## src/rtl/ethernet_media_autosense_fsm_defines.svh

```systemverilog
// assertion macros for the media autosense block
`ifndef ETHERNET_MEDIA_AUTOSENSE_FSM_DEFINES_SVH
`define ETHERNET_MEDIA_AUTOSENSE_FSM_DEFINES_SVH

// same-cycle implication, sampled on clk_i, off while rst_ni is low
`define EMAS_ASSERT_NOW(lbl, ante, cons, msg) \
  lbl: assert property (@(posedge clk_i) disable iff (!rst_ni) (ante) |-> (cons)) \
    else $error(msg);

// next-cycle implication, sampled on clk_i, off while rst_ni is low
`define EMAS_ASSERT_NEXT(lbl, ante, cons, msg) \
  lbl: assert property (@(posedge clk_i) disable iff (!rst_ni) (ante) |=> (cons)) \
    else $error(msg);

`endif

```

## src/rtl/emas_pkg.sv

```systemverilog
// shared types, codes and constants of the media autosense block
`default_nettype none

package emas_pkg;

  localparam int unsigned STATUS_W   = 10;
  localparam int unsigned PORT_W     = 5;
  localparam int unsigned INDEX_W    = 3;
  localparam int unsigned TICK_W     = 10;
  localparam int unsigned COUNT_W    = 4;
  localparam int unsigned CFG_IDX_W  = 3;
  localparam int unsigned CFG_DATA_W = 64;
  localparam int unsigned LEAF_W     = 16;

  localparam logic [COUNT_W-1:0] MAX_LEAVES = 4'd8;

  // configuration register indexes
  localparam logic [CFG_IDX_W-1:0] CFG_CHIP_KIND  = 3'd0;
  localparam logic [CFG_IDX_W-1:0] CFG_MEDIA_LOCK = 3'd1;
  localparam logic [CFG_IDX_W-1:0] CFG_LEAF_COUNT = 3'd2;
  localparam logic [CFG_IDX_W-1:0] CFG_TABLE_LOW  = 3'd3;
  localparam logic [CFG_IDX_W-1:0] CFG_TABLE_HIGH = 3'd4;
  localparam logic [CFG_IDX_W-1:0] CFG_FD_MASK    = 3'd5;
  localparam logic [CFG_IDX_W-1:0] CFG_START_PORT = 3'd6;
  localparam logic [CFG_IDX_W-1:0] CFG_START_IDX  = 3'd7;

  // chip kinds
  localparam logic [1:0] KIND_21040 = 2'd0;
  localparam logic [1:0] KIND_21041 = 2'd1;
  localparam logic [1:0] KIND_TABLE = 2'd2;

  // leaf types
  localparam logic [2:0] LEAF_SIA     = 3'd0;
  localparam logic [2:0] LEAF_MII     = 3'd1;
  localparam logic [2:0] LEAF_MII_ALT = 3'd3;
  localparam logic [2:0] LEAF_SYM     = 3'd4;

  localparam logic [PORT_W-1:0] MEDIA_NOSENSE_QUIRK = 5'd3;

  // status bit positions
  localparam int unsigned ST_LINK_ERR  = 1;
  localparam int unsigned ST_LINK_FAIL = 2;
  localparam int unsigned ST_AUI_ACT   = 8;
  localparam int unsigned ST_ALT_ACT   = 9;

  // 21040 / 21041 ports
  localparam logic [PORT_W-1:0] PORT_TP      = 5'd0;
  localparam logic [PORT_W-1:0] PORT_BNC     = 5'd1;
  localparam logic [PORT_W-1:0] PORT_AUI     = 5'd2;
  localparam logic [PORT_W-1:0] PORT_TP_AUTO = 5'd3;
  localparam logic [PORT_W-1:0] PORT_TP_FD   = 5'd4;

  // tick intervals in tenths of a second
  localparam logic [TICK_W-1:0] TICK_2S   = 10'd20;
  localparam logic [TICK_W-1:0] TICK_2S4  = 10'd24;
  localparam logic [TICK_W-1:0] TICK_10S  = 10'd100;
  localparam logic [TICK_W-1:0] TICK_20S  = 10'd200;
  localparam logic [TICK_W-1:0] TICK_30S  = 10'd300;
  localparam logic [TICK_W-1:0] TICK_60S  = 10'd600;

  // register reset values
  localparam logic [1:0]         CHIP_KIND_RST   = KIND_TABLE;
  localparam logic [PORT_W-1:0]  START_PORT_RST  = 5'd0;
  localparam logic [INDEX_W-1:0] START_INDEX_RST = 3'd0;

  typedef struct packed {
    logic latch;
    logic eval;
    logic walk_step;
    logic load_out;
  } emas_cmd_t;

  typedef struct packed {
    logic need_walk;
    logic walk_done;
    logic out_free;
  } emas_sts_t;

  function automatic logic [LEAF_W-1:0] leaf_word(input logic [63:0] lo,
                                                  input logic [63:0] hi,
                                                  input logic [INDEX_W-1:0] idx);
    logic [63:0] w;
    w = idx[2] ? hi : lo;
    return w[{idx[1:0], 4'b0000} +: LEAF_W];
  endfunction

endpackage

`default_nettype wire

```

## src/rtl/emas_if.sv

```systemverilog
// valid/ready channels for status items and result items
`default_nettype none

interface emas_in_if;
  logic                              valid;
  logic                              ready;
  logic [emas_pkg::STATUS_W-1:0]     sia_status;

  modport source (output valid, output sia_status, input ready);
  modport sink   (input valid, input sia_status, output ready);
endinterface

interface emas_out_if;
  logic                              valid;
  logic                              ready;
  logic [emas_pkg::PORT_W-1:0]       port;
  logic                              select_strobe;
  logic                              restart_strobe;
  logic                              sia_reload;
  logic [emas_pkg::TICK_W-1:0]       next_tick_tenths;
  logic [emas_pkg::INDEX_W-1:0]      leaf_index;

  modport source (output valid, output port, output select_strobe, output restart_strobe,
                  output sia_reload, output next_tick_tenths, output leaf_index,
                  input ready);
  modport sink   (input valid, input port, input select_strobe, input restart_strobe,
                  input sia_reload, input next_tick_tenths, input leaf_index,
                  output ready);
endinterface

`default_nettype wire

```

## src/rtl/emas_dp.sv

```systemverilog
// datapath: configuration, media state, port rules, table walk and output register
`default_nettype none
`include "ethernet_media_autosense_fsm_defines.svh"

module emas_dp (
  input  wire logic                               clk_i,
  input  wire logic                               rst_ni,
  input  wire logic                               cfg_we_i,
  input  wire logic [emas_pkg::CFG_IDX_W-1:0]     cfg_idx_i,
  input  wire logic [emas_pkg::CFG_DATA_W-1:0]    cfg_data_i,
  input  wire logic [emas_pkg::STATUS_W-1:0]      sia_status_i,
  input  wire emas_pkg::emas_cmd_t                cmd_i,
  output      emas_pkg::emas_sts_t                sts_o,
  input  wire logic                               out_ready_i,
  output      logic                               out_valid_o,
  output      logic [emas_pkg::PORT_W-1:0]        out_port_o,
  output      logic                               out_select_o,
  output      logic                               out_restart_o,
  output      logic                               out_sia_reload_o,
  output      logic [emas_pkg::TICK_W-1:0]        out_tick_o,
  output      logic [emas_pkg::INDEX_W-1:0]       out_index_o
);

  // configuration
  logic [1:0]                      chip_kind_q;
  logic                            media_lock_q;
  logic [emas_pkg::COUNT_W-1:0]    leaf_count_q;
  logic [63:0]                     table_low_q;
  logic [63:0]                     table_high_q;
  logic [31:0]                     fd_mask_q;

  // media state
  logic [emas_pkg::PORT_W-1:0]     port_q;
  logic [emas_pkg::INDEX_W-1:0]    index_q;
  logic                            sensed_q;
  logic [emas_pkg::STATUS_W-1:0]   st_q;
  logic [emas_pkg::INDEX_W-1:0]    walk_idx_q;
  logic [emas_pkg::COUNT_W-1:0]    tries_q;

  // result of the current item
  logic                            sel_q;
  logic                            rst_q;
  logic                            sia_q;
  logic [emas_pkg::TICK_W-1:0]     tick_q;

  // output register
  logic                            out_valid_q;
  logic [emas_pkg::PORT_W-1:0]     out_port_q;
  logic                            out_sel_q;
  logic                            out_rst_q;
  logic                            out_sia_q;
  logic [emas_pkg::TICK_W-1:0]     out_tick_q;
  logic [emas_pkg::INDEX_W-1:0]    out_index_q;

  logic [emas_pkg::COUNT_W-1:0]    eff_cnt;
  logic [emas_pkg::COUNT_W-1:0]    cnt_m1;

  // rule evaluation
  logic [emas_pkg::LEAF_W-1:0]     ev_leaf;
  logic [emas_pkg::PORT_W-1:0]     ev_port;
  logic                            ev_sensed;
  logic                            ev_sel;
  logic                            ev_sia;
  logic [emas_pkg::TICK_W-1:0]     ev_tick;
  logic                            ev_walk;

  // table walk
  logic [emas_pkg::INDEX_W-1:0]    wk_idx_m1;
  logic                            wk_wrap;
  logic [emas_pkg::INDEX_W-1:0]    wk_next;
  logic [emas_pkg::LEAF_W-1:0]     wk_leaf;
  logic [emas_pkg::PORT_W-1:0]     wk_media;
  logic                            wk_hit;
  logic                            wk_exhausted;

  assign eff_cnt = (leaf_count_q > emas_pkg::MAX_LEAVES) ? emas_pkg::MAX_LEAVES : leaf_count_q;
  assign cnt_m1  = eff_cnt - 4'd1;

  assign ev_leaf = emas_pkg::leaf_word(table_low_q, table_high_q, index_q);

  always_comb begin
    logic [2:0]                  ltype;
    logic [emas_pkg::PORT_W-1:0] lmedia;
    logic [2:0]                  lbit;
    logic                        lactive_low;
    logic                        lnosense;
    logic                        lquirk;
    logic [7:0]                  st_low;

    ltype       = ev_leaf[2:0];
    lmedia      = ev_leaf[7:3];
    lbit        = ev_leaf[10:8];
    lactive_low = ev_leaf[11];
    lnosense    = ev_leaf[12];
    lquirk      = ev_leaf[13];
    st_low      = st_q[7:0];

    ev_port   = port_q;
    ev_sensed = sensed_q;
    ev_sel    = 1'b0;
    ev_sia    = 1'b0;
    ev_tick   = emas_pkg::TICK_2S;
    ev_walk   = 1'b0;

    case (chip_kind_q)
      emas_pkg::KIND_21040: begin
        if (!media_lock_q && st_q[emas_pkg::ST_LINK_ERR]) begin
          ev_port = (port_q == emas_pkg::PORT_AUI) ? emas_pkg::PORT_TP : emas_pkg::PORT_AUI;
          ev_sel  = 1'b1;
        end
      end
      emas_pkg::KIND_21041: begin
        if (!media_lock_q) begin
          if (port_q == emas_pkg::PORT_TP || port_q == emas_pkg::PORT_TP_AUTO ||
              port_q == emas_pkg::PORT_TP_FD) begin
            if (st_q[emas_pkg::ST_LINK_FAIL]) begin
              ev_sensed = 1'b1;
              ev_port   = st_q[emas_pkg::ST_ALT_ACT] ? emas_pkg::PORT_AUI : emas_pkg::PORT_BNC;
              ev_sia    = 1'b1;
              ev_tick   = emas_pkg::TICK_10S;
            end else begin
              ev_tick = emas_pkg::TICK_30S;
            end
          end else if (port_q == emas_pkg::PORT_BNC || port_q == emas_pkg::PORT_AUI) begin
            if (st_q[emas_pkg::ST_AUI_ACT]) begin
              ev_tick   = emas_pkg::TICK_30S;
              ev_sensed = 1'b0;
            end else if (!st_q[emas_pkg::ST_LINK_FAIL]) begin
              ev_port = emas_pkg::PORT_TP;
              ev_sel  = 1'b1;
              ev_tick = emas_pkg::TICK_2S4;
            end else if (sensed_q || st_q[emas_pkg::ST_LINK_ERR]) begin
              ev_port = emas_pkg::PORT_TP_AUTO - port_q;
              ev_sel  = 1'b1;
              ev_tick = emas_pkg::TICK_20S;
            end else begin
              ev_tick = emas_pkg::TICK_20S;
            end
          end
        end
      end
      default: begin
        if (eff_cnt == '0) begin
          ev_tick = emas_pkg::TICK_60S;
        end else if (ltype == emas_pkg::LEAF_SIA || ltype == emas_pkg::LEAF_SYM) begin
          if (lnosense) begin
            if (ltype == emas_pkg::LEAF_SYM && lmedia == emas_pkg::MEDIA_NOSENSE_QUIRK &&
                st_q[emas_pkg::ST_LINK_ERR]) begin
              ev_walk = 1'b1;
            end
          end else if (lactive_low != st_low[lbit]) begin
            if (lquirk) begin
              ev_tick = emas_pkg::TICK_60S;
            end
          end else if (!media_lock_q) begin
            ev_walk = 1'b1;
          end
        end else if (ltype == emas_pkg::LEAF_MII || ltype == emas_pkg::LEAF_MII_ALT) begin
          ev_tick = emas_pkg::TICK_60S;
        end
      end
    endcase
  end

  assign wk_idx_m1    = walk_idx_q - 3'd1;
  assign wk_wrap      = (walk_idx_q == '0) || ({1'b0, wk_idx_m1} >= eff_cnt);
  assign wk_next      = wk_wrap ? cnt_m1[emas_pkg::INDEX_W-1:0] : wk_idx_m1;
  assign wk_leaf      = emas_pkg::leaf_word(table_low_q, table_high_q, wk_next);
  assign wk_media     = wk_leaf[7:3];
  assign wk_hit       = !fd_mask_q[wk_media];
  assign wk_exhausted = (tries_q == eff_cnt);

  assign sts_o.need_walk = ev_walk;
  assign sts_o.walk_done = wk_exhausted || wk_hit;
  assign sts_o.out_free  = !out_valid_q || out_ready_i;

  always_ff @(posedge clk_i or negedge rst_ni) begin
    if (!rst_ni) begin
      chip_kind_q   <= emas_pkg::CHIP_KIND_RST;
      media_lock_q  <= 1'b0;
      leaf_count_q  <= '0;
      table_low_q   <= '0;
      table_high_q  <= '0;
      fd_mask_q     <= '0;
    end else if (cfg_we_i) begin
      unique case (cfg_idx_i)
        emas_pkg::CFG_CHIP_KIND:  chip_kind_q   <= cfg_data_i[1:0];
        emas_pkg::CFG_MEDIA_LOCK: media_lock_q  <= cfg_data_i[0];
        emas_pkg::CFG_LEAF_COUNT: leaf_count_q  <= cfg_data_i[emas_pkg::COUNT_W-1:0];
        emas_pkg::CFG_TABLE_LOW:  table_low_q   <= cfg_data_i;
        emas_pkg::CFG_TABLE_HIGH: table_high_q  <= cfg_data_i;
        emas_pkg::CFG_FD_MASK:    fd_mask_q     <= cfg_data_i[31:0];
        // start values only matter at reset, where they are back at their defaults
        emas_pkg::CFG_START_PORT: ;
        emas_pkg::CFG_START_IDX:  ;
        default: ;
      endcase
    end
  end

  always_ff @(posedge clk_i or negedge rst_ni) begin
    if (!rst_ni) begin
      port_q     <= emas_pkg::START_PORT_RST;
      index_q    <= emas_pkg::START_INDEX_RST;
      sensed_q   <= 1'b0;
      walk_idx_q <= '0;
      tries_q    <= '0;
    end else if (cmd_i.eval) begin
      port_q     <= ev_port;
      sensed_q   <= ev_sensed;
      walk_idx_q <= index_q;
      tries_q    <= '0;
    end else if (cmd_i.walk_step && !wk_exhausted) begin
      if (wk_hit) begin
        port_q  <= wk_media;
        index_q <= wk_next;
      end else begin
        walk_idx_q <= wk_next;
        tries_q    <= tries_q + 4'd1;
      end
    end
  end

  always_ff @(posedge clk_i) begin
    if (cmd_i.latch) begin
      st_q <= sia_status_i;
    end
    if (cmd_i.eval) begin
      sel_q  <= ev_sel;
      rst_q  <= 1'b0;
      sia_q  <= ev_sia;
      tick_q <= ev_tick;
    end else if (cmd_i.walk_step && !wk_exhausted && wk_hit) begin
      sel_q  <= 1'b1;
      rst_q  <= 1'b1;
      tick_q <= emas_pkg::TICK_2S4;
    end
    if (cmd_i.load_out) begin
      out_port_q  <= port_q;
      out_sel_q   <= sel_q;
      out_rst_q   <= rst_q;
      out_sia_q   <= sia_q;
      out_tick_q  <= tick_q;
      out_index_q <= index_q;
    end
  end

  always_ff @(posedge clk_i or negedge rst_ni) begin
    if (!rst_ni) begin
      out_valid_q <= 1'b0;
    end else if (cmd_i.load_out) begin
      out_valid_q <= 1'b1;
    end else if (out_ready_i) begin
      out_valid_q <= 1'b0;
    end
  end

  assign out_valid_o      = out_valid_q;
  assign out_port_o       = out_port_q;
  assign out_select_o     = out_sel_q;
  assign out_restart_o    = out_rst_q;
  assign out_sia_reload_o = out_sia_q;
  assign out_tick_o       = out_tick_q;
  assign out_index_o      = out_index_q;

  `EMAS_ASSERT_NOW(a_walk_bounded, cmd_i.walk_step, tries_q <= eff_cnt, "walk ran past leaf count")
  `EMAS_ASSERT_NOW(a_tick_range, out_valid_q, (out_tick_q >= emas_pkg::TICK_2S) && (out_tick_q <= emas_pkg::TICK_60S), "tick interval out of range")
  `EMAS_ASSERT_NOW(a_no_overwrite, cmd_i.load_out, !out_valid_q || out_ready_i, "result overwritten before taken")

endmodule

`default_nettype wire

```

## src/rtl/emas_ctrl.sv

```systemverilog
// controller: sequences latch, rule evaluation, table walk and result hand-off
`default_nettype none
`include "ethernet_media_autosense_fsm_defines.svh"

module emas_ctrl (
  input  wire logic                 clk_i,
  input  wire logic                 rst_ni,
  input  wire logic                 in_valid_i,
  output      logic                 in_ready_o,
  input  wire emas_pkg::emas_sts_t  sts_i,
  output      emas_pkg::emas_cmd_t  cmd_o
);

  localparam logic [1:0] S_IDLE = 2'd0;
  localparam logic [1:0] S_EVAL = 2'd1;
  localparam logic [1:0] S_WALK = 2'd2;
  localparam logic [1:0] S_DONE = 2'd3;

  logic [1:0] state_q;
  logic [1:0] state_d;

  assign in_ready_o = (state_q == S_IDLE);

  always_comb begin
    state_d         = state_q;
    cmd_o.latch     = 1'b0;
    cmd_o.eval      = 1'b0;
    cmd_o.walk_step = 1'b0;
    cmd_o.load_out  = 1'b0;
    unique case (state_q)
      S_IDLE: begin
        if (in_valid_i) begin
          cmd_o.latch = 1'b1;
          state_d     = S_EVAL;
        end
      end
      S_EVAL: begin
        cmd_o.eval = 1'b1;
        state_d    = sts_i.need_walk ? S_WALK : S_DONE;
      end
      S_WALK: begin
        cmd_o.walk_step = 1'b1;
        if (sts_i.walk_done) begin
          state_d = S_DONE;
        end
      end
      S_DONE: begin
        if (sts_i.out_free) begin
          cmd_o.load_out = 1'b1;
          state_d        = S_IDLE;
        end
      end
      default: state_d = S_IDLE;
    endcase
  end

  always_ff @(posedge clk_i or negedge rst_ni) begin
    if (!rst_ni) begin
      state_q <= S_IDLE;
    end else begin
      state_q <= state_d;
    end
  end

  `EMAS_ASSERT_NEXT(a_accept_evals, in_valid_i && in_ready_o, state_q == S_EVAL, "accepted item not evaluated")
  `EMAS_ASSERT_NEXT(a_walk_ends, (state_q == S_WALK) && sts_i.walk_done, state_q == S_DONE, "walk did not finish")
  `EMAS_ASSERT_NEXT(a_load_frees, cmd_o.load_out, in_ready_o, "not ready after result hand-off")

endmodule

`default_nettype wire

```

## src/rtl/ethernet_media_autosense_fsm.sv

```systemverilog
// Media autosense monitor: one status item in, one result item out per tick.
//
// in_ch carries one monitor tick with the serial interface status word. out_ch returns
// the selected port, the select / restart / SIA-reload strobes, the next tick interval
// in tenths of a second and the current media leaf index. The configuration port
// (cfg_we_i, cfg_idx_i, cfg_data_i) writes the rule registers, one per clock.
// The accepted item's status word is latched, the rules are evaluated, the table walk
// runs when the current leaf calls for it, and the result goes to the output register.
// A new item is taken only once the result is loaded; the table walk checks one leaf
// per cycle until it finds a leaf whose media is not masked or has tried them all.
// The result sits in an output register; the next item is accepted while it waits,
// and a stalled receiver holds the following result in the controller until the
// register is free, with in_ch not ready meanwhile.
// Reset clears all configuration to defaults, sets port and leaf index to the
// start values and clears the sensed flag and the output valid.
`default_nettype none

module ethernet_media_autosense_fsm (
  input  wire logic                             clk_i,
  input  wire logic                             rst_ni,
  emas_in_if.sink                               in_ch,
  emas_out_if.source                            out_ch,
  input  wire logic                             cfg_we_i,
  input  wire logic [emas_pkg::CFG_IDX_W-1:0]   cfg_idx_i,
  input  wire logic [emas_pkg::CFG_DATA_W-1:0]  cfg_data_i
);

  emas_pkg::emas_cmd_t cmd;
  emas_pkg::emas_sts_t sts;
  logic                in_ready;

  emas_ctrl u_ctrl (
    .clk_i      (clk_i),
    .rst_ni     (rst_ni),
    .in_valid_i (in_ch.valid),
    .in_ready_o (in_ready),
    .sts_i      (sts),
    .cmd_o      (cmd)
  );

  emas_dp u_dp (
    .clk_i            (clk_i),
    .rst_ni           (rst_ni),
    .cfg_we_i         (cfg_we_i),
    .cfg_idx_i        (cfg_idx_i),
    .cfg_data_i       (cfg_data_i),
    .sia_status_i     (in_ch.sia_status),
    .cmd_i            (cmd),
    .sts_o            (sts),
    .out_ready_i      (out_ch.ready),
    .out_valid_o      (out_ch.valid),
    .out_port_o       (out_ch.port),
    .out_select_o     (out_ch.select_strobe),
    .out_restart_o    (out_ch.restart_strobe),
    .out_sia_reload_o (out_ch.sia_reload),
    .out_tick_o       (out_ch.next_tick_tenths),
    .out_index_o      (out_ch.leaf_index)
  );

  assign in_ch.ready = in_ready;

endmodule

`default_nettype wire
```

## src/flat_wrapper.sv

```systemverilog
// flat-port wrapper written by rule: the top's interface ports become plain ports
module ethernet_media_autosense_fsm_flat 
  (clk_i, rst_ni, cfg_we_i, cfg_idx_i, cfg_data_i, in_ch_valid, in_ch_sia_status, in_ch_ready, out_ch_valid, out_ch_port, out_ch_select_strobe, out_ch_restart_strobe, out_ch_sia_reload, out_ch_next_tick_tenths, out_ch_leaf_index, out_ch_ready);
  emas_in_if in_ch_i ();
  emas_out_if out_ch_i ();
  input  wire logic clk_i;
  input  wire logic rst_ni;
  input  wire logic cfg_we_i;
  input  wire logic [emas_pkg::CFG_IDX_W-1:0] cfg_idx_i;
  input  wire logic [emas_pkg::CFG_DATA_W-1:0] cfg_data_i;
  input wire logic [$bits(in_ch_i.valid)-1:0] in_ch_valid;
  input wire logic [$bits(in_ch_i.sia_status)-1:0] in_ch_sia_status;
  output wire logic [$bits(in_ch_i.ready)-1:0] in_ch_ready;
  output wire logic [$bits(out_ch_i.valid)-1:0] out_ch_valid;
  output wire logic [$bits(out_ch_i.port)-1:0] out_ch_port;
  output wire logic [$bits(out_ch_i.select_strobe)-1:0] out_ch_select_strobe;
  output wire logic [$bits(out_ch_i.restart_strobe)-1:0] out_ch_restart_strobe;
  output wire logic [$bits(out_ch_i.sia_reload)-1:0] out_ch_sia_reload;
  output wire logic [$bits(out_ch_i.next_tick_tenths)-1:0] out_ch_next_tick_tenths;
  output wire logic [$bits(out_ch_i.leaf_index)-1:0] out_ch_leaf_index;
  input wire logic [$bits(out_ch_i.ready)-1:0] out_ch_ready;
  assign in_ch_i.valid = in_ch_valid;
  assign in_ch_i.sia_status = in_ch_sia_status;
  assign in_ch_ready = in_ch_i.ready;
  assign out_ch_valid = out_ch_i.valid;
  assign out_ch_port = out_ch_i.port;
  assign out_ch_select_strobe = out_ch_i.select_strobe;
  assign out_ch_restart_strobe = out_ch_i.restart_strobe;
  assign out_ch_sia_reload = out_ch_i.sia_reload;
  assign out_ch_next_tick_tenths = out_ch_i.next_tick_tenths;
  assign out_ch_leaf_index = out_ch_i.leaf_index;
  assign out_ch_i.ready = out_ch_ready;
  ethernet_media_autosense_fsm u_core (.clk_i(clk_i), .rst_ni(rst_ni), .in_ch(in_ch_i), .out_ch(out_ch_i), .cfg_we_i(cfg_we_i), .cfg_idx_i(cfg_idx_i), .cfg_data_i(cfg_data_i));
endmodule
```

## config.mk

```make
export PLATFORM = sky130hd
export DESIGN_NAME = ethernet_media_autosense_fsm_flat
export DESIGN_NICKNAME = d
export VERILOG_FILES = /design/src/rtl/emas_pkg.sv /design/src/rtl/emas_if.sv /design/src/rtl/emas_dp.sv /design/src/rtl/emas_ctrl.sv /design/src/rtl/ethernet_media_autosense_fsm.sv /design/src/flat_wrapper.sv
export VERILOG_INCLUDE_DIRS = /design/src /design/src/rtl
export SDC_FILE = /design/constraint.sdc
export NUM_CORES = 1
export LEC_CHECK = 0
export ABC_AREA = 1
export BUFFER_PORTS_ARGS = -buffer_cell sky130_fd_sc_hd__buf_2
export CELL_PAD_IN_SITES_DETAIL_PLACEMENT = 0
export CELL_PAD_IN_SITES_GLOBAL_PLACEMENT = 1
export CORE_UTILIZATION = 46
export CTS_BUF_LIST = sky130_fd_sc_hd__clkbuf_4
export DETAILED_ROUTE_END_ITERATION = 16
export PLACE_DENSITY = 0.85
export SLEW_MARGIN = 25
export SYNTH_ARGS = -nofsm -noshare
export SYNTH_HDL_FRONTEND = slang
export SYNTH_SLANG_ARGS = --single-unit
export TNS_END_PERCENT = 30
```

## constraint.sdc

```tcl
create_clock -name clk_i -period 4.85 [get_ports clk_i]
set_input_delay 0.2425 -clock clk_i [delete_from_list [all_inputs] [get_ports clk_i]]
set_output_delay 0.2425 -clock clk_i [all_outputs]
set_load 0.005 [all_outputs]
```

==> flow_summary.json <==
{
  "cp.arrival_ns": 4.86,
  "via_per_inst": 5.115,
  "synth_seq_cells": 210,
  "yosysSeqAreaShare": 0.5385,
  "synthFlopType": "dfrtp_1",
  "yosysWarnings": 0,
  "cpMostUsedCell": "nand3_1",
  "p_switching_uw": 3971,
  "path_buf_inv": 3,
  "tightest_slew_ns": 0.9517,
  "htreeDepth": 2,
  "totalWireLength_um": 25860,
  "grt_setup_unrepaired": "false",
  "gp_congestion": 0.8950,
  "areaGrowthSynthToFinish_pct": 21.47,
  "min_period_ns": 4.312,
  "relSlewSlack": 0.3616,
  "core-area_mm2": 0.02129,
  "rrSetupSlack_ns": 0.54,
  "rows": 53,
  "numPortBuffers": 98,
  "endpoint_kind": "flip-flop",
  "slew_viol_final": 0,
  "synth_edf_count": 39,
  "multiInputGateArea_mm2": 0.003965,
  "cpMaxStageDelayCell": "o21ai_2",
  "power_frac_seq": 0.304,
  "synth_top_area_frac": 0.4181,
  "syn_inst": 1183,
  "root_buffer": "clkbuf_4",
  "outcome": "finished clean",
  "num-nets-final": 1464,
  "firstDrtPassIters": 5,
  "switching_share": 0.4709,
  "path_max_fanout": 18,
  "crit_required_ns": 5.39,
  "synth_area_mm2": 0.01011,
  "cts_made_buffers": 56,
  "gr-total-overflow": 0,
  "clock_latency_ns": 0.68,
  "cts.clk_slew.worst_paths_ns": 0.07,
  "fmax_ghz": 0.2319,
  "p_int_uw": 4461,
  "drt_iter0_drc": 483,
  "die_height_um": 150.3,
  "final-setup-viol-count": 0,
  "die-width_um": 150.3,
  "cts_tree": "built",
  "slowest_delay_ns": 0.46,
  "synth-async-reset-ratio": 0.8095,
  "crit_chain": "inv_1 > ha_1 > xnor2_1 > inv_1 > ha_1 > nand2_2 > inv_1 > nand2_1 > nand2_4 > o21ai_2 > nand3_1 > nand3_2 > nand2_4 > nand2_1 > nand3_1 > nand3_1 > nand3_1 > nand3_2 > nand3_1 > nand2_2 > nand2_2 > nand2_1 > o21ai_1",
  "p_leak_uw": 0.005936,
  "grt_max_degree": 113,
  "start_util": 0.4752,
  "drive_above_1_share": 0.1729,
  "drt.antenna.violating_nets": 0,
  "power_density_mw_per_mm2": 686.3,
  "combPwrFrac": 0.517,
  "seq_area_mm2": 0.005446,
  "placed_cells": 1509,
  "vias": 8629,
  "setup.worst_path.start_class": "flip-flop",
  "cap_violations": 0,
  "hold_viol_final": 0,
  "grt_usage": 0.2402,
  "die_area_mm2": 0.02259,
  "cp_top_family": "simple AND/OR/NAND/NOR gates",
  "skew_ns": 0.03622,
  "hpwl_um": 16750,
  "yosysTopAreaCell": "dfrtp_1",
  "holdCritPathClass": "input port to flip-flop",
  "avgSynthCellArea_um2": 8.550,
  "netlist_top_cells_area": "dfrtp_1, edfxtp_1, nand2_1",
  "grt_pass1_vias": 8252,
  "routedWlPerCell_um": 15.33,
  "final_cell_mix": "nand2_1, o21ai_0, dfrtp_1",
  "cts_sinks": 210,
  "layout_commonest_cell": "nand2_1",
  "ir_drop_mv": 0.3576,
  "fin_cells": 1687,
  "drc": 0,
  "tns_ns": 0,
  "cts_buffer_depth": 3,
  "period_share": 0.8890,
  "ys_types": 46,
  "num_io_pins": 105,
  "fillCellCount": 1993,
  "path_class": "flip-flop to flip-flop",
  "grt_first_pass_wirelength_um": 41960,
  "antenna_found_initial": 1,
  "p_clk_frac": 0.179
}
==> metal layers <==
layer	part of all wire	vias up	track usage
li1	-	4323	-
met1	0.45	4052	0.3141
met2	0.48	208	0.3965
met3	0.051	46	0.04818
met4	0.023	0	0.08333
met5	0	-	0
==> worst paths after layout <==
path                                                 to                      start  cells after the start
max                               u_core.u_dp.port_q[0]  u_core.u_dp.walk_idx_q[0]                     23
min                          u_core.u_dp.chip_kind_q[1]                   cfg_we_i                      5
max reg2reg                       u_core.u_dp.port_q[0]  u_core.u_dp.walk_idx_q[0]                     23
min reg2reg                u_core.u_dp.out_sia_reload_o          u_core.u_dp.sia_q                      0
max in group asynchronous  u_core.u_dp.table_high_q[51]                     rst_ni                      3
min in group asynchronous        u_core.u_dp.tries_q[2]                     rst_ni                      2
==> worst register-to-register path, cell delays in order, from the launching register on <==
cell     delay, ns
dfrtp_1       0.42
inv_1         0.13
ha_1          0.23
xnor2_1       0.21
inv_1         0.09
ha_1          0.31
nand2_2       0.08
inv_1         0.04
nand2_1       0.14
nand2_4       0.13
o21ai_2       0.46
nand3_1       0.16
nand3_2       0.38
nand2_4       0.22
nand2_1       0.11
nand3_1       0.10
nand3_1       0.11
nand3_1       0.10
nand3_2       0.13
nand3_1       0.10
nand2_2       0.22
nand2_2       0.17
nand2_1       0.10
o21ai_1       0.06
==> cell usage after synthesis (5+ instances only) <==
master    instances
a21oi_1          17
o21ai_0         188
o21ai_1           9
o21ai_2           5
xor2_1            5
nand2_2          16
nand3_2           6
nand4_1           9
buf_6             5
dfrtp_1         169
a32o_1            5
nor2_1           62
clkbuf_1         43
edfxtp_1         39
inv_1           124
nand3_1          78
ha_1             13
nand2_1         309
o211ai_1         16
o22ai_1          11
==> flip-flops by register name, indices dropped and copies added, names as in the netlist, 5 cells and up <==
name / cells
u_core.u_dp.port_q: 5
u_core.u_dp.table_high_q: 56
u_core.u_dp.out_port_o: 5
u_core.u_dp.out_tick_o: 8
u_core.u_dp.tick_q: 8
u_core.u_dp.fd_mask_q: 32
u_core.u_dp.table_low_q: 56
u_core.u_dp.st_q: 10
==> power groups by stage <==
stage	Clock, uW	Sequential, uW	Combinational [uW]
detailed placement	0	2580	4270
floorplan	0	2510	3300
CTS	1560	2560	4340
global placement	0	2570	4210
finish	1510	2560	4360
global route	1650	2610	4870
==> layout make-up <==
class | count | share of cell area
tap | 275 | 0.02800
clock inverter | 17 | 0.005906
clock buffer | 83 | 0.05071
multi-input combinational | 790 | 0.3227
timing repair buffer | 185 | 0.1107
inverter | 126 | 0.03849
antenna | 1 | 0.0002037
sequential | 210 | 0.4433
==> through the flow <==
stage / setup slack (ns) / hold WS, ns / total power, uW / area (um2) / utilization
after floorplan: 1.495 / -0.05309 / 5817 / 10120 / -
after global placement: 0.6174 / 0.3490 / 6785 / 10780 / 0.5066
after detailed placement: 0.5397 / 0.3516 / 6852 / 10780 / 0.5066
after CTS: 0.5248 / 0.02285 / 8455 / 12240 / 0.5750
after global routing: 0.05381 / 0.07103 / 9135 / 12290 / 0.5772
final: 0.5384 / 0.07348 / 8432 / 12290 / 0.5772
==> repair_timing <==
action,4_1_cts,5_1_grt
hold buffers,76,0
endpoints found under the hold margin,238,0
resized for setup,0,0
setup buffers,0,0
==> cells by family after synthesis <==
| group | share of synthesized area |
|---|---|
| mux | 0.004453 |
| xor+xnor | 0.006061 |
| buf+inv | 0.07397 |
| compound gates | 0.1504 |
| other cells | 0.0003707 |
| simple gates | 0.2102 |
| fa+ha+maj | 0.01608 |
| flops | 0.5385 |
Note: power is estimated with default switching activity, not from simulation.
